--- config.mk ---
export PLATFORM = sky130hd
export DESIGN_NAME = multichannel_rms_peak_meter_unit_flat
export DESIGN_NICKNAME = d
export VERILOG_FILES = /design/src/sv/rpm_pkg.sv /design/src/sv/rpm_frame_if.sv /design/src/sv/rpm_result_if.sv /design/src/sv/multichannel_rms_peak_meter_unit.sv /design/src/sv/rpm_divroot.sv /design/src/flat_wrapper.sv
export SDC_FILE = /design/constraint.sdc
export NUM_CORES = 1
export LEC_CHECK = 0
export ABC_CLOCK_PERIOD_IN_PS = 10340
export BUFFER_PORTS_ARGS = -buffer_cell sky130_fd_sc_hd__buf_2
export CAP_MARGIN = 20
export CORE_MARGIN = 4
export CORE_UTILIZATION = 55
export DETAILED_ROUTE_END_ITERATION = 7
export PLACE_DENSITY = 0.76
export SLEW_MARGIN = 40
export SYNTH_ARGS = -nofsm -noshare
export SYNTH_HDL_FRONTEND = slang
export SYNTH_SLANG_ARGS = --single-unit
export TNS_END_PERCENT = 50
--- constraint.sdc ---
create_clock -name clk -period 10.34 [get_ports clk]
set_input_delay 1.034 -clock clk [delete_from_list [all_inputs] [get_ports clk]]
set_output_delay 1.034 -clock clk [all_outputs]
set_load 0.03 [all_outputs]
--- src/sv/rpm_pkg.sv ---
// Shared types and fixed widths of the multichannel RMS and peak meter.
// Used by the interfaces, the divide/root unit and the top level.
package rpm_pkg;

	localparam int NUM_CH   = 4;
	localparam int SAMPLE_W = 16;
	localparam int ROOT_W   = 16;
	localparam int RAD_W    = 2 * ROOT_W;
	localparam int FRAMES_W = 12;

	typedef enum logic [1:0] {
		ST_IDLE,
		ST_ACC,
		ST_ROOT,
		ST_OUT
	} meter_state_t;

	typedef enum logic [1:0] {
		DR_IDLE,
		DR_DIV,
		DR_ROOT
	} dr_state_t;

	typedef struct packed {
		logic busy;
		logic done;
	} dr_stat_t;

endpackage

--- src/sv/rpm_frame_if.sv ---
// Frame channel: four TDM samples and the window end mark, valid/ready.
// Depends on rpm_pkg for the sample width.
interface rpm_frame_if import rpm_pkg::*; ();
	logic                       valid;
	logic                       ready;
	logic signed [SAMPLE_W-1:0] sample_ch0;
	logic signed [SAMPLE_W-1:0] sample_ch1;
	logic signed [SAMPLE_W-1:0] sample_ch2;
	logic signed [SAMPLE_W-1:0] sample_ch3;
	logic                       window_end;

	modport source (output valid, sample_ch0, sample_ch1, sample_ch2, sample_ch3,
		window_end, input ready);
	modport sink (input valid, sample_ch0, sample_ch1, sample_ch2, sample_ch3,
		window_end, output ready);
endinterface

--- src/sv/rpm_result_if.sv ---
// Result channel: per-channel RMS and peak, frame count and overflow flag.
// Depends on rpm_pkg for the field widths.
interface rpm_result_if import rpm_pkg::*; ();
	logic                valid;
	logic                ready;
	logic [ROOT_W-1:0]   rms_ch0;
	logic [ROOT_W-1:0]   rms_ch1;
	logic [ROOT_W-1:0]   rms_ch2;
	logic [ROOT_W-1:0]   rms_ch3;
	logic [SAMPLE_W-1:0] peak_ch0;
	logic [SAMPLE_W-1:0] peak_ch1;
	logic [SAMPLE_W-1:0] peak_ch2;
	logic [SAMPLE_W-1:0] peak_ch3;
	logic [FRAMES_W-1:0] frames_counted;
	logic                window_overflow;

	modport source (output valid, rms_ch0, rms_ch1, rms_ch2, rms_ch3, peak_ch0, peak_ch1,
		peak_ch2, peak_ch3, frames_counted, window_overflow, input ready);
	modport sink (input valid, rms_ch0, rms_ch1, rms_ch2, rms_ch3, peak_ch0, peak_ch1,
		peak_ch2, peak_ch3, frames_counted, window_overflow, output ready);
endinterface

--- src/sv/multichannel_rms_peak_meter_unit.sv ---
// Top level of the four-channel RMS and peak level meter.
// Depends on rpm_pkg, rpm_frame_if, rpm_result_if and rpm_divroot.
//
// Usage:
//   frame  - sink channel, one TDM frame per item: four signed samples and
//            window_end marking the last frame of a measurement window.
//   result - source channel, one item per window: floor RMS and peak per
//            channel, frames counted and the overflow flag.
// Each accepted frame occupies the block for its accept cycle and five
// steps of the shared 16x16 squarer and accumulator, one channel a step;
// ready is low meanwhile. A frame arriving with MAX_FRAMES already counted
// is dropped in its accept cycle and sets the overflow flag.
// On a window end the shared divide/root unit runs per channel on the
// SUM_W-bit sums, SUM_W = 32 + clog2(MAX_FRAMES + 1); after the last channel
// the result is loaded into the output register as soon as that is free,
// then the window state clears and frames are taken again.
// The result sits in an output register: frames keep being accepted while
// the receiver stalls, and only the next window end waits for it.
// Reset clears all sums, peaks, the count and the overflow flag and
// drops any pending result.
module multichannel_rms_peak_meter_unit import rpm_pkg::*; #(
	parameter int MAX_FRAMES = 2048
) (
	input  logic          clk,
	input  logic          arst_n,
	rpm_frame_if.sink     frame,
	rpm_result_if.source  result
);

	localparam int CNT_W = $clog2(MAX_FRAMES + 1);
	localparam int SUM_W = 2 * SAMPLE_W + CNT_W;
	localparam logic [2:0] STEP_LAST = 3'(NUM_CH);

	meter_state_t      st_q, st_d;
	logic [2:0]        step_q;
	logic [1:0]        ch_q;
	logic [CNT_W-1:0]  count_q;
	logic              ovf_q;
	logic [SUM_W-1:0]  sum_q  [NUM_CH];
	logic [SAMPLE_W-1:0] peak_q [NUM_CH];
	logic [SAMPLE_W-1:0] samp_q [NUM_CH];
	logic              wend_q;
	logic [2*SAMPLE_W-1:0] sq_q;
	logic [ROOT_W-1:0] rms_q [NUM_CH];
	logic              res_valid_q;

	logic              full;
	logic              accept;
	logic              dr_start;
	logic              load_out;
	logic [SAMPLE_W-1:0] samp;
	logic [SAMPLE_W-1:0] mag;
	logic [1:0]        idx;
	logic [1:0]        prev;
	dr_stat_t          dr_stat;
	logic [ROOT_W-1:0] dr_root;

	assign full   = (count_q >= CNT_W'(MAX_FRAMES));
	assign accept = frame.valid && frame.ready;
	assign idx    = step_q[1:0];
	assign prev   = 2'(step_q - 3'd1);
	assign samp   = samp_q[idx];
	assign mag    = samp[SAMPLE_W-1] ? (~samp + 1'b1) : samp;

	always_comb begin
		st_d        = st_q;
		frame.ready = 1'b0;
		dr_start    = 1'b0;
		load_out    = 1'b0;
		case (st_q)
			ST_IDLE: begin
				frame.ready = 1'b1;
				if (frame.valid) begin
					if (!full) st_d = ST_ACC;
					else if (frame.window_end) st_d = ST_ROOT;
				end
			end
			ST_ACC: begin
				if (step_q == STEP_LAST) st_d = wend_q ? ST_ROOT : ST_IDLE;
			end
			ST_ROOT: begin
				dr_start = !dr_stat.busy && !dr_stat.done;
				if (dr_stat.done && ch_q == 2'(NUM_CH - 1)) st_d = ST_OUT;
			end
			ST_OUT: begin
				load_out = !res_valid_q || result.ready;
				if (load_out) st_d = ST_IDLE;
			end
			default: st_d = ST_IDLE;
		endcase
	end

	always_ff @(posedge clk or negedge arst_n) begin
		if (!arst_n) begin
			st_q        <= ST_IDLE;
			step_q      <= '0;
			ch_q        <= '0;
			count_q     <= '0;
			ovf_q       <= 1'b0;
			res_valid_q <= 1'b0;
			for (int i = 0; i < NUM_CH; i++) begin
				sum_q[i]  <= '0;
				peak_q[i] <= '0;
			end
		end else begin
			st_q <= st_d;
			if (load_out) res_valid_q <= 1'b1;
			else if (result.ready) res_valid_q <= 1'b0;
			case (st_q)
				ST_IDLE: begin
					if (accept) begin
						step_q <= '0;
						ch_q   <= '0;
						if (full) ovf_q <= 1'b1;
					end
				end
				ST_ACC: begin
					step_q <= step_q + 1'b1;
					if (step_q < STEP_LAST && mag > peak_q[idx]) peak_q[idx] <= mag;
					if (step_q != '0) sum_q[prev] <= sum_q[prev] + SUM_W'(sq_q);
					if (step_q == STEP_LAST) count_q <= count_q + 1'b1;
				end
				ST_ROOT: begin
					if (dr_stat.done) ch_q <= ch_q + 1'b1;
				end
				ST_OUT: begin
					if (load_out) begin
						count_q <= '0;
						ovf_q   <= 1'b0;
						for (int i = 0; i < NUM_CH; i++) begin
							sum_q[i]  <= '0;
							peak_q[i] <= '0;
						end
					end
				end
				default: ;
			endcase
		end
	end

	always_ff @(posedge clk) begin
		if (accept) begin
			samp_q[0] <= frame.sample_ch0;
			samp_q[1] <= frame.sample_ch1;
			samp_q[2] <= frame.sample_ch2;
			samp_q[3] <= frame.sample_ch3;
			wend_q    <= frame.window_end;
		end
		if (st_q == ST_ACC && step_q < STEP_LAST)
			sq_q <= (2*SAMPLE_W)'(mag) * (2*SAMPLE_W)'(mag);
		if (st_q == ST_ROOT && dr_stat.done) rms_q[ch_q] <= dr_root;
		if (load_out) begin
			result.rms_ch0         <= rms_q[0];
			result.rms_ch1         <= rms_q[1];
			result.rms_ch2         <= rms_q[2];
			result.rms_ch3         <= rms_q[3];
			result.peak_ch0        <= peak_q[0];
			result.peak_ch1        <= peak_q[1];
			result.peak_ch2        <= peak_q[2];
			result.peak_ch3        <= peak_q[3];
			result.frames_counted  <= FRAMES_W'(count_q);
			result.window_overflow <= ovf_q;
		end
	end

	assign result.valid = res_valid_q;

	rpm_divroot #(
		.SUM_W (SUM_W),
		.CNT_W (CNT_W)
	) u_divroot (
		.clk      (clk),
		.arst_n   (arst_n),
		.start    (dr_start),
		.dividend (sum_q[ch_q]),
		.divisor  (count_q),
		.stat     (dr_stat),
		.root     (dr_root)
	);

endmodule

--- src/sv/rpm_divroot.sv ---
// Iterative unit: restoring divide of a square sum by the frame count, then
// digit-by-digit integer square root of the quotient, on one shared subtractor.
// Depends on rpm_pkg.
module rpm_divroot import rpm_pkg::*; #(
	parameter int SUM_W = 44,
	parameter int CNT_W = 12
) (
	input  logic              clk,
	input  logic              arst_n,
	input  logic              start,
	input  logic [SUM_W-1:0]  dividend,
	input  logic [CNT_W-1:0]  divisor,
	output dr_stat_t          stat,
	output logic [ROOT_W-1:0] root
);

	localparam int IT_W  = $clog2(SUM_W);
	localparam int SUB_W = (CNT_W + 1 > ROOT_W + 4) ? CNT_W + 1 : ROOT_W + 4;

	dr_state_t         st_q, st_d;
	logic [SUM_W-1:0]  num_q;
	logic [CNT_W-1:0]  den_q;
	logic [SUB_W-1:0]  rem_q;
	logic [ROOT_W-1:0] root_q;
	logic [IT_W-1:0]   it_q;
	logic              done_q;

	logic [SUB_W-1:0]  opa, opb;
	logic [SUB_W:0]    diff;
	logic              borrow;

	always_comb begin
		case (st_q)
			DR_DIV: begin
				opa = SUB_W'({rem_q[CNT_W-1:0], num_q[SUM_W-1]});
				opb = SUB_W'(den_q);
			end
			DR_ROOT: begin
				opa = {rem_q[SUB_W-3:0], num_q[RAD_W-1 -: 2]};
				opb = SUB_W'({root_q, 2'b01});
			end
			default: begin
				opa = '0;
				opb = '0;
			end
		endcase
		diff   = {1'b0, opa} - {1'b0, opb};
		borrow = diff[SUB_W];
	end

	always_comb begin
		st_d = st_q;
		case (st_q)
			DR_IDLE: if (start) st_d = DR_DIV;
			DR_DIV:  if (it_q == '0) st_d = DR_ROOT;
			DR_ROOT: if (it_q == '0) st_d = DR_IDLE;
			default: st_d = DR_IDLE;
		endcase
	end

	always_ff @(posedge clk or negedge arst_n) begin
		if (!arst_n) begin
			st_q   <= DR_IDLE;
			done_q <= 1'b0;
		end else begin
			st_q   <= st_d;
			done_q <= (st_q == DR_ROOT) && (it_q == '0);
		end
	end

	always_ff @(posedge clk) begin
		case (st_q)
			DR_IDLE: begin
				if (start) begin
					num_q <= dividend;
					den_q <= divisor;
					rem_q <= '0;
					it_q  <= IT_W'(SUM_W - 1);
				end
			end
			DR_DIV: begin
				num_q <= {num_q[SUM_W-2:0], ~borrow};
				if (it_q == '0) begin
					rem_q  <= '0;
					root_q <= '0;
					it_q   <= IT_W'(ROOT_W - 1);
				end else begin
					rem_q <= borrow ? opa : diff[SUB_W-1:0];
					it_q  <= it_q - 1'b1;
				end
			end
			DR_ROOT: begin
				num_q  <= num_q << 2;
				rem_q  <= borrow ? opa : diff[SUB_W-1:0];
				root_q <= {root_q[ROOT_W-2:0], ~borrow};
				it_q   <= it_q - 1'b1;
			end
			default: ;
		endcase
	end

	assign stat.busy = (st_q != DR_IDLE);
	assign stat.done = done_q;
	assign root      = root_q;

endmodule
--- src/flat_wrapper.sv ---
// flat-port wrapper written by rule: the top's interface ports become plain ports
module multichannel_rms_peak_meter_unit_flat import rpm_pkg::*;
#(
	parameter int MAX_FRAMES = 2048
)
  (clk, arst_n, frame_valid, frame_sample_ch0, frame_sample_ch1, frame_sample_ch2, frame_sample_ch3, frame_window_end, frame_ready, result_valid, result_rms_ch0, result_rms_ch1, result_rms_ch2, result_rms_ch3, result_peak_ch0, result_peak_ch1, result_peak_ch2, result_peak_ch3, result_frames_counted, result_window_overflow, result_ready);
  rpm_frame_if frame_i ();
  rpm_result_if result_i ();
  input  logic clk;
  input  logic arst_n;
  input wire logic [$bits(frame_i.valid)-1:0] frame_valid;
  input wire logic [$bits(frame_i.sample_ch0)-1:0] frame_sample_ch0;
  input wire logic [$bits(frame_i.sample_ch1)-1:0] frame_sample_ch1;
  input wire logic [$bits(frame_i.sample_ch2)-1:0] frame_sample_ch2;
  input wire logic [$bits(frame_i.sample_ch3)-1:0] frame_sample_ch3;
  input wire logic [$bits(frame_i.window_end)-1:0] frame_window_end;
  output wire logic [$bits(frame_i.ready)-1:0] frame_ready;
  output wire logic [$bits(result_i.valid)-1:0] result_valid;
  output wire logic [$bits(result_i.rms_ch0)-1:0] result_rms_ch0;
  output wire logic [$bits(result_i.rms_ch1)-1:0] result_rms_ch1;
  output wire logic [$bits(result_i.rms_ch2)-1:0] result_rms_ch2;
  output wire logic [$bits(result_i.rms_ch3)-1:0] result_rms_ch3;
  output wire logic [$bits(result_i.peak_ch0)-1:0] result_peak_ch0;
  output wire logic [$bits(result_i.peak_ch1)-1:0] result_peak_ch1;
  output wire logic [$bits(result_i.peak_ch2)-1:0] result_peak_ch2;
  output wire logic [$bits(result_i.peak_ch3)-1:0] result_peak_ch3;
  output wire logic [$bits(result_i.frames_counted)-1:0] result_frames_counted;
  output wire logic [$bits(result_i.window_overflow)-1:0] result_window_overflow;
  input wire logic [$bits(result_i.ready)-1:0] result_ready;
  assign frame_i.valid = frame_valid;
  assign frame_i.sample_ch0 = frame_sample_ch0;
  assign frame_i.sample_ch1 = frame_sample_ch1;
  assign frame_i.sample_ch2 = frame_sample_ch2;
  assign frame_i.sample_ch3 = frame_sample_ch3;
  assign frame_i.window_end = frame_window_end;
  assign frame_ready = frame_i.ready;
  assign result_valid = result_i.valid;
  assign result_rms_ch0 = result_i.rms_ch0;
  assign result_rms_ch1 = result_i.rms_ch1;
  assign result_rms_ch2 = result_i.rms_ch2;
  assign result_rms_ch3 = result_i.rms_ch3;
  assign result_peak_ch0 = result_i.peak_ch0;
  assign result_peak_ch1 = result_i.peak_ch1;
  assign result_peak_ch2 = result_i.peak_ch2;
  assign result_peak_ch3 = result_i.peak_ch3;
  assign result_frames_counted = result_i.frames_counted;
  assign result_window_overflow = result_i.window_overflow;
  assign result_i.ready = result_ready;
  multichannel_rms_peak_meter_unit #(.MAX_FRAMES(MAX_FRAMES)) u_core (.clk(clk), .arst_n(arst_n), .frame(frame_i), .result(result_i));
endmodule
# Word level (Yosys, flattened, before mapping)
# Memories as Yosys holds them, arrays and structs flattened. A register that Yosys moved wholly into a read port is not among the register bits.
# Index checks and enable logic that the tools add are counted.
# word_totals
regBits	470
latch_bits	0
mem_bits_rw	128
mem_bits_ro	0
memories	2
# op_classes
add_sub_neg	8
mul	1
div	0
order_cmp	8
n_eq_ne	21
shift	0
mux	68
bitwise	5
n_reduce_logical	36
# mem_list
name	depth	width	read_ports	rd_clocked_by_memory_dff	write_ports	line	text
u_core.rms_q	4	16	4	4	1	multichannel_rms_peak_meter_unit.sv:44	logic [ROOT_W-1:0] rms_q [NUM_CH];
u_core.samp_q	4	16	1	0	4	multichannel_rms_peak_meter_unit.sv:41	logic [SAMPLE_W-1:0] samp_q [NUM_CH];
# op_table
cell	count
176-bit two-way mux	2
176-bit one-hot mux with 2 select lines	1
44-bit two-way mux	6
44-bit binary-select mux with 2-bit select	2
176-bit bitwise mux	1
44-bit one-hot mux with 3 select lines	1
64-bit two-way mux	2
64-bit one-hot mux with 2 select lines	1
44-bit demux with 2-bit select	1
16-bit two-way mux	5
64-bit bitwise mux	1
18-bit two-way mux	3
18-bit one-hot mux with 3 select lines	1
44-bit by 32-bit adder with 44-bit output	1
20-bit one-hot mux with 2 select lines	1
18-bit one-hot mux with 2 select lines	1
16-bit binary-select mux with 2-bit select	1
16-bit demux with 2-bit select	1
16-bit by 16-bit multiplier with 32-bit output	1
16-bit one-hot mux with 2 select lines	1
12-bit two-way mux	2
2-bit two-way mux	12
12-bit one-hot mux with 2 select lines	1
20-bit by 18-bit subtractor with 21-bit output	1
other kinds (40)	97

# Logic depth before layout (Yosys ltp)
# Gate-level depths: netlist of the first run.
# logic_depth
depth_word	9
depth_mapped	34
mapped_depth_nobuf	31

# Modules after synthesis
# A second synthesis of the first run with hierarchy kept.
# hier_totals
hier_cells	3006
hier_area_um2	37424.6
# modules_own_cells
mod	n_inst	cells_each	area_per_inst_um2	seq_area_each_um2
multichannel_rms_peak_meter_unit	1	2455	31574.0	15569.9
rpm_divroot	1	551	5850.6	2957.8

# Least setup slack after synthesis of the first run
# OpenSTA, ideal clock, no wires.
# synth_path
path_kind	flip-flop to flip-flop
from	reg u_core.step_q[0]
to	reg u_core.sq_q[24], data pin
setup_ns	0.265
arrival_time_ns	7.882
t_required_ns	10.075
slack_ns	2.192
stages_incl_launch_ff	34
cell_sequence	dfrtp_1 -> buf_6 -> mux2i_1 -> nand2_1 -> o21ai_1 -> clkbuf_1 -> ha_1 -> o211ai_1 -> a21o_1 -> o21a_1 -> xnor2_1 -> clkbuf_1 -> nor2_1 -> fa_1 -> inv_1 -> fa_1 -> inv_1 -> fa_1 -> inv_1 -> fa_1 -> inv_1 -> fa_1 -> inv_1 -> fa_1 -> inv_1 -> ha_1 -> a211oi_1 -> nor2_1 -> a311oi_1 -> a21o_1 -> nor2b_1 -> a211oi_1 -> o21ai_0 -> xor2_1
# synth_between
elab_chain_len	5
# synth_lines
element	line	text
from (decl)	multichannel_rms_peak_meter_unit.sv:35	logic [2:0] step_q;
from (signal assigned)	multichannel_rms_peak_meter_unit.sv:118	step_q <= step_q + 1'b1;
memory 4 x 16 bit (*)	-	
16-bit inverter	multichannel_rms_peak_meter_unit.sv:63	assign mag = samp[SAMPLE_W-1] ? (~samp + 1'b1) : samp;
16-bit by 1-bit adder with 16-bit output	multichannel_rms_peak_meter_unit.sv:63	
16-bit two-way mux (*)	multichannel_rms_peak_meter_unit.sv:63	
16-bit by 16-bit multiplier with 32-bit output (*)	multichannel_rms_peak_meter_unit.sv:150	sq_q <= (2*SAMPLE_W)'(mag) * (2*SAMPLE_W)'(mag);
to (signal assigned)	multichannel_rms_peak_meter_unit.sv:150	
to (decl)	multichannel_rms_peak_meter_unit.sv:43	logic [2*SAMPLE_W-1:0] sq_q;
# Every way passes the cells marked *; elsewhere a longest branch is shown, timed or not.
# A chain may end at the register's enable or synchronous reset.

# Worst setup path after layout of the first run
# layout_path
from	reg u_core.step_q[1]
to	reg u_core.sq_q[24], data pin
# The elaborated chain is that of the path after synthesis.

==> metrics.yaml, run 1 <==
via_per_inst: 6.324
boundaryPins: 212
total_neg_setup_slack_ns: 0
htreeDepth: 3
number_of_distinct_library_cells_after_synthesis: 82
drt_wl_total_um: 96380
drv.max_cap_violation_count: 0
worst-r2r-cell-count: 30
number_of_synthesized_register_bits: 661
post_synth_and_or_nand_nor_area_fraction: 0.08410
synth-seq-area-share: 0.4944
critical_path.startpoint_type: "register"
max_freq_mhz: 103.8
core_area_um2: 67400
dieArea_um2: 72380
grt_setup_unrepaired: "no"
grt_overflow: 0
antenna_cells_inserted: 0
worstSetupPathType: "reg -> reg"
ant_nets: 0
synth.area.mux_share: 0.07612
synth_top_cells_by_area: "sky130_fd_sc_hd__edfxtp_1 (32%), sky130_fd_sc_hd__dfrtp_1 (18%), sky130_fd_sc_hd__fa_1 (8.8%)"
dp_hpwl_um: 65070
number_of_buffer_and_inverter_stages_on_the_critical_path: 8
synth_top_family_by_area: "adder cells"
number_of_flops_mapped_to_enable_cells_by_yosys: 397
finish.net_count: 3622
critical_path_arrival_ns: 9.98
route.vias.total: 26200
cpLargestDelayFamily: "adder cells"
antenna_found_initial: 1
worst_path_max_delay_cell: "sky130_fd_sc_hd__dfrtp_1"
max_clock_skew_ns: 0.04253
cts_tree: "done"
synthesis.area_per_instance_um2: 12.34
cts_hold_repair.buffers: 0
clock_period_minus_worst_slack_ns: 9.634
tightestPinTransition_ns: 0.8632
post_route_cells_drive_above_1_share: 0.1651
grt_util_all_layers: 0.2713
chip_height_um: 269.0
regToRegStartpoint: "u_core.step_q[1]"
synthDominantCellAreaShare: 0.3181
clkTransAtPathRegs_ns: 0.06
cts_root_buf: "sky130_fd_sc_hd__clkbuf_16"
gp_congestion: 0.9525
finalSetupViolCount: 0
die_width_um: 269.0
cts.sinks: 661
worstHoldPathType: "in -> async"
ys.flop_type: "sky130_fd_sc_hd__edfxtp_1"
register_to_register_setup_slack_ns: 0.71
outcome: "finished clean"
syn_to_final_growth_pct: 11.82
inserted_clock_buffers: 71
first_global_vias: 27610
synth_compound_gate_area_share: 0.1278
initialDrtViolationCount: 2722
post-route-drc-count: 0
post_synth_inst_count: 3036
worst-path-max-fanout: 21
core.rowCount: 95
initial_utilization: 0.5561
synthXorXnorAreaFrac: 0.02364
post_cts.resized_instances: 0
post_synth_instance_area_um2: 37480
cts_post_setup_buffers_inserted: 0
grt_start_max_net_pins: 146
r2r_end: "u_core.sq_q[24]"
final_min_period_over_clock_period: 0.9318
max_slew_margin: 0.4246
clock_latency_ns: 0.64
drt-wirelength-per-cell_um: 23.26
synth-adder-area-share: 0.1472
max-clock-path-buffers: 3
drtPass1Iterations: 5
grt_pass1_wl_um: 153900
pins_over_slew_limit: 0
synthesis.yosys.warnings: 0
synth_largest_area_cell: "sky130_fd_sc_hd__edfxtp_1"
critPathCaptureType: "register"
async_reset_ff_frac: 0.3994
hold_viol: 0
num-fill-cells: 4969
worstPathRequired_ns: 10.68
crit_path_max_incr_delay_ns: 0.83
number_of_port_buffers: 211
worst register-to-register path, delay by kind of cell, from the launching register on:
family                   cells  cell delay [ns]
adder cells (fa/ha/maj)      8             3.65
buffers and inverters        8             1.39
AND/OR/NAND/NOR              3             0.41
AO/OA/AOI/OAI                9             2.49
XOR/XNOR                     2             0.58
flip-flops                   1             0.83
sequential cells by signal, indices dropped and copies added (netlist names), 3 cells and up:
signal,count
u_core.u_divroot.den_q,12
u_core.result.peak_ch3,16
u_core.step_q,3
u_core.u_divroot.it_q,6
result_rms_ch0,16
u_core.peak_q,64
u_core.result.frames_counted,12
u_core.result.peak_ch1,16
u_core.samp_q,64
u_core.u_divroot.root,16
u_core.count_q,12
u_core.sum_q,176
result_rms_ch1,16
u_core.sq_q,31
u_core.result.peak_ch2,16
u_core.u_divroot.num_q,44
u_core.u_divroot.rem_q,18
result_rms_ch2,16
u_core.result.peak_ch0,16
u_core.rms_q,64
result_rms_ch3,16
cell families after synthesis:
group	Yosys count
compound gates	656
xor+xnor	96
fa+ha+maj	342
buf+inv	455
flops	661
mux	137
other cells	2
simple gates	687
Yosys cell counts (20+ instances only):
| cell type | number |
|---|---|
| sky130_fd_sc_hd__a21o_1 | 39 |
| sky130_fd_sc_hd__a21oi_1 | 94 |
| sky130_fd_sc_hd__a221oi_1 | 46 |
| sky130_fd_sc_hd__a22o_1 | 124 |
| sky130_fd_sc_hd__and2_1 | 38 |
| sky130_fd_sc_hd__and3_1 | 28 |
| sky130_fd_sc_hd__buf_1 | 20 |
| sky130_fd_sc_hd__clkbuf_1 | 127 |
| sky130_fd_sc_hd__dfrtp_1 | 264 |
| sky130_fd_sc_hd__edfxtp_1 | 397 |
| sky130_fd_sc_hd__fa_1 | 165 |
| sky130_fd_sc_hd__ha_1 | 177 |
| sky130_fd_sc_hd__inv_1 | 286 |
| sky130_fd_sc_hd__mux4_2 | 118 |
| sky130_fd_sc_hd__nand2_1 | 213 |
| sky130_fd_sc_hd__nand3_1 | 25 |
| sky130_fd_sc_hd__nand4_1 | 21 |
| sky130_fd_sc_hd__nor2_1 | 243 |
| sky130_fd_sc_hd__nor3_1 | 26 |
| sky130_fd_sc_hd__o21a_1 | 20 |
| sky130_fd_sc_hd__o21ai_0 | 117 |
| sky130_fd_sc_hd__o2bb2ai_1 | 57 |
| sky130_fd_sc_hd__xnor2_1 | 49 |
| sky130_fd_sc_hd__xor2_1 | 44 |
final cells by class:
type | instances | area, µm² | area share
clock buffer | 99 | 1952 | 0.04658
timing repair buffer | 253 | 1470 | 0.03508
tap | 873 | 1092 | 0.02607
inverter | 295 | 1107 | 0.02642
multi-input combinational | 1929 | 17390 | 0.4150
clock inverter | 33 | 359.1 | 0.008569
sequential | 661 | 18530 | 0.4423
layer usage:
| metal | wire length (µm) | share of wire | track usage | vias to the layer above |
|---|---|---|---|---|
| met1 | 37140 | 0.39 | 0.3524 | 13160 |
| met2 | 47700 | 0.49 | 0.4576 | 1298 |
| met3 | 7605 | 0.079 | 0.05302 | 299 |
| met4 | 3921 | 0.041 | 0.1027 | 2 |
| li1 | - | - | - | 11440 |
| met5 | 14 | 0.00015 | 0 | - |
layout by cell type, fill, tap and decap left out, types with 20 or more instances in the layout:
cell and n:
sky130_fd_sc_hd__a21o_1 39, sky130_fd_sc_hd__a21oi_1 93, sky130_fd_sc_hd__a221oi_1 46, sky130_fd_sc_hd__a22o_1 124, sky130_fd_sc_hd__and2_1 34, sky130_fd_sc_hd__and3_1 23
sky130_fd_sc_hd__buf_2 210, sky130_fd_sc_hd__buf_4 34, sky130_fd_sc_hd__clkbuf_1 21, sky130_fd_sc_hd__clkbuf_16 71, sky130_fd_sc_hd__dfrtp_1 261, sky130_fd_sc_hd__edfxtp_1 397
sky130_fd_sc_hd__fa_1 165, sky130_fd_sc_hd__ha_1 173, sky130_fd_sc_hd__inv_1 286, sky130_fd_sc_hd__mux4_2 118, sky130_fd_sc_hd__nand2_1 211, sky130_fd_sc_hd__nand3_1 25
sky130_fd_sc_hd__nand4_1 21, sky130_fd_sc_hd__nor2_1 240, sky130_fd_sc_hd__nor3_1 26, sky130_fd_sc_hd__o21a_1 20, sky130_fd_sc_hd__o21ai_0 115, sky130_fd_sc_hd__o2bb2ai_1 57
sky130_fd_sc_hd__xnor2_1 49, sky130_fd_sc_hd__xor2_1 44
worst max path at each step:
stage                          start         endpoint  cells past startpoint
floorplan           u_core.step_q[0]  u_core.sq_q[24]                     33
global route        u_core.step_q[1]  u_core.sq_q[21]                     30
CTS                 u_core.step_q[1]  u_core.sq_q[24]                     30
detailed placement  u_core.step_q[1]  u_core.sq_q[24]                     30
global placement    u_core.step_q[1]  u_core.sq_q[24]                     27
finish              u_core.step_q[1]  u_core.sq_q[24]                     30
metrics by stage:
| stage | cell area, µm² | hold slack [ns] | util | instances | setup slack, ns |
|---|---|---|---|---|---|
| 2_1_floorplan | 37510 | 0.4003 | - | 3045 | 2.192 |
| 3_3_place_gp | 39450 | 0.4017 | 0.5854 | 4008 | 1.235 |
| 3_5_place_dp | 39550 | 0.4045 | 0.5868 | 4010 | 0.9366 |
| 4_1_cts | 41860 | 0.3029 | 0.6211 | 4142 | 0.8702 |
| 5_1_grt | 41910 | 0.3313 | 0.6218 | 4143 | 0.1978 |
| 6_report | 41910 | 0.3104 | 0.6218 | 4143 | 0.7056 |
Power of run 1 is left out: the tool's default activity adds up to more than one toggle a clock period on the data nets, which glitch-free logic cannot reach.
==> run 2: changes to the inputs <==
Settings changed: CORE_ASPECT_RATIO from default to 0.8, CORE_UTILIZATION 55 to 45, PLACE_DENSITY 0.76 to 0.65, SLEW_MARGIN 40 to default.
==> run 2 against run 1 <==
  * Count of clock-buffer cells in the layout shrank 14
  * Core utilization shrank 11 points
  * Critical path depth shrank 2
==> metrics.yaml, run 2 (synthesis results as in run 1) <==
drt_wl_total_um: 93570  # was 96380 µm
outcome: "finished clean"  # unchanged
core_area_um2: 82450  # was 67400 µm²
reg_with_most_ffs: "u_core.sum_q"  # unchanged
critical_path_arrival_ns: 9.83  # was 9.98 ns
ant_nets: 0  # unchanged
number_of_port_buffers: 211  # unchanged
route.vias.total: 25490  # was 26200
finish.net_count: 3626  # was 3622
cts_post_setup_buffers_inserted: 0  # unchanged
max_freq_mhz: 105.7  # was 103.8 MHz
num-fill-cells: 7095  # was 4969
initial_utilization: 0.4545  # was 0.5561
drtPass1Iterations: 8  # was 5
dp_hpwl_um: 63750  # was 65070 µm
chip_height_um: 266.1  # was 269.0 µm
inserted_clock_buffers: 68  # was 71
worst_path_max_delay_cell: "sky130_fd_sc_hd__dfrtp_4"  # was sky130_fd_sc_hd__dfrtp_1
final_common_cell: "sky130_fd_sc_hd__edfxtp_1"  # unchanged
grt_pass1_wl_um: 147300  # was 153900 µm
cts_tree: "done"  # unchanged
clkTransAtPathRegs_ns: 0.07  # was 0.06 ns
cts_root_buf: "sky130_fd_sc_hd__clkbuf_16"  # unchanged
met2WireLength_um: 43420  # was 47700 µm
grt_setup_unrepaired: "no"  # unchanged
critical_path.startpoint_type: "register"  # unchanged
number_of_flip_flops_in_the_largest_register: 176  # unchanged
final_min_period_over_clock_period: 0.9153  # was 0.9318
drt-wirelength-per-cell_um: 21.38  # was 23.26 µm
post_route_cells_drive_above_1_share: 0.1623  # was 0.1651
worstHoldPathType: "in -> async"  # unchanged
antenna_found_initial: 5  # was 1
met1Wirelength_um: 40310  # was 37140 µm
dieArea_um2: 87990  # was 72380 µm²
via_per_inst: 5.823  # was 6.324
gp_congestion: 0.8854  # was 0.9525
boundaryPins: 212  # unchanged
worstSetupPathType: "reg -> reg"  # unchanged
grt_overflow: 0  # unchanged
max_slew_margin: 0.2811  # was 0.4246
syn_to_final_growth_pct: 12.16  # was 11.82%
critPathCaptureType: "register"  # unchanged
post_cts.resized_instances: 0  # unchanged
max-clock-path-buffers: 3  # unchanged
post-route-drc-count: 0  # unchanged
htreeDepth: 3  # unchanged
worstPathRequired_ns: 10.70  # was 10.68 ns
first_global_vias: 25400  # was 27610
clock_period_minus_worst_slack_ns: 9.464  # was 9.634 ns
pins_over_slew_limit: 0  # unchanged
total_neg_setup_slack_ns: 0  # unchanged
crit_path_max_incr_delay_ns: 0.72  # was 0.83 ns
drv.max_cap_violation_count: 0  # unchanged
top_signal_layer_used: "met5"  # unchanged
worst-path-max-fanout: 26  # was 21
hold_viol: 0  # unchanged
core.rowCount: 94  # was 95
cts.sinks: 661  # unchanged
hold-worst-slack_ns: 0.3862  # was 0.3104 ns
routed-wl-met3_um: 7780  # was 7605 µm
grt_start_max_net_pins: 96  # was 146
die_width_um: 330.6  # was 269.0 µm
initialDrtViolationCount: 2414  # was 2722
cts_hold_repair.buffers: 0  # unchanged
finalSetupViolCount: 0  # unchanged
tightestPinTransition_ns: 1.078  # was 0.8632 ns
clock_latency_ns: 0.64  # about the same
grt_util_all_layers: 0.2148  # was 0.2713
max_clock_skew_ns: 0.03890  # was 0.04253 ns
final_cell_mix: "sky130_fd_sc_hd__edfxtp_1 (397), sky130_fd_sc_hd__inv_1 (286), sky130_fd_sc_hd__dfrtp_1 (260), sky130_fd_sc_hd__nor2_1 (241), sky130_fd_sc_hd__nand2_1 (212)"  # was sky130_fd_sc_hd__edfxtp_1 (397), sky130_fd_sc_hd__inv_1 (286), sky130_fd_sc_hd__dfrtp_1 (261), sky130_fd_sc_hd__nor2_1 (240), sky130_fd_sc_hd__nand2_1 (211)
run 2: final timing paths:
| path | from | end | slack (ns) | cells past startpoint |
|---|---|---|---|---|
| min in group clk | u_core.rms_q[1][6] | result_rms_ch1[6] | 0.40 | 0 |
| max in group asynchronous | arst_n | u_core.step_q[0] | 7.65 | 3 |
| min reg2reg | u_core.rms_q[1][6] | result_rms_ch1[6] | 0.40 | 0 |
| min | arst_n | u_core.sum_q[130] | 0.39 | 1 |
| max reg2reg | u_core.step_q[0] | u_core.sq_q[24] | 0.88 | 28 |
| max | u_core.step_q[0] | u_core.sq_q[24] | 0.88 | 28 |
run 2: routing by layer:
| metal | vias up | GRT usage |
|---|---|---|
| li1 | 11440 | - |
| met1 | 12910 | 0.3062 |
| met2 | 987 | 0.3361 |
| met3 | 150 | 0.05036 |
| met4 | 2 | 0.05171 |
| met5 | - | 0 |
run 2: area by class of cell:
type	instances	area, µm²	share of cell area
sequential	661	18540	0.4410
multi-input combinational	1929	17340	0.4124
clock buffer	85	1837	0.04370
timing repair buffer	260	1434	0.03411
tap	1104	1381	0.03286
inverter	295	1107	0.02634
clock inverter	41	394.1	0.009377
antenna	2	5.005	0.0001191
run 2: through the flow:
step           setup WS [ns]  cell area, µm²  std cells    util
2_1_floorplan          2.192           37510       3045       -
3_3_place_gp           1.140           39800       4249  0.4827
3_5_place_dp           1.015           39800       4249  0.4827
4_1_cts               0.9978           42030       4375  0.5097
5_1_grt               0.3567           42030       4375  0.5097
6_report              0.8759           42030       4377  0.5098
run 2: worst max-delay path: cells and delay by family, from the launching register on:
kind	cells	cell delay, ns
adder cells (fa/ha/maj)	7	3.40
AO/OA/AOI/OAI	7	2.31
buffers and inverters	7	1.03
AND/OR/NAND/NOR	4	0.99
flip-flops	1	0.72
multiplexers	1	0.40
XOR/XNOR	2	0.31
Power of run 2 is left out for the same reason.
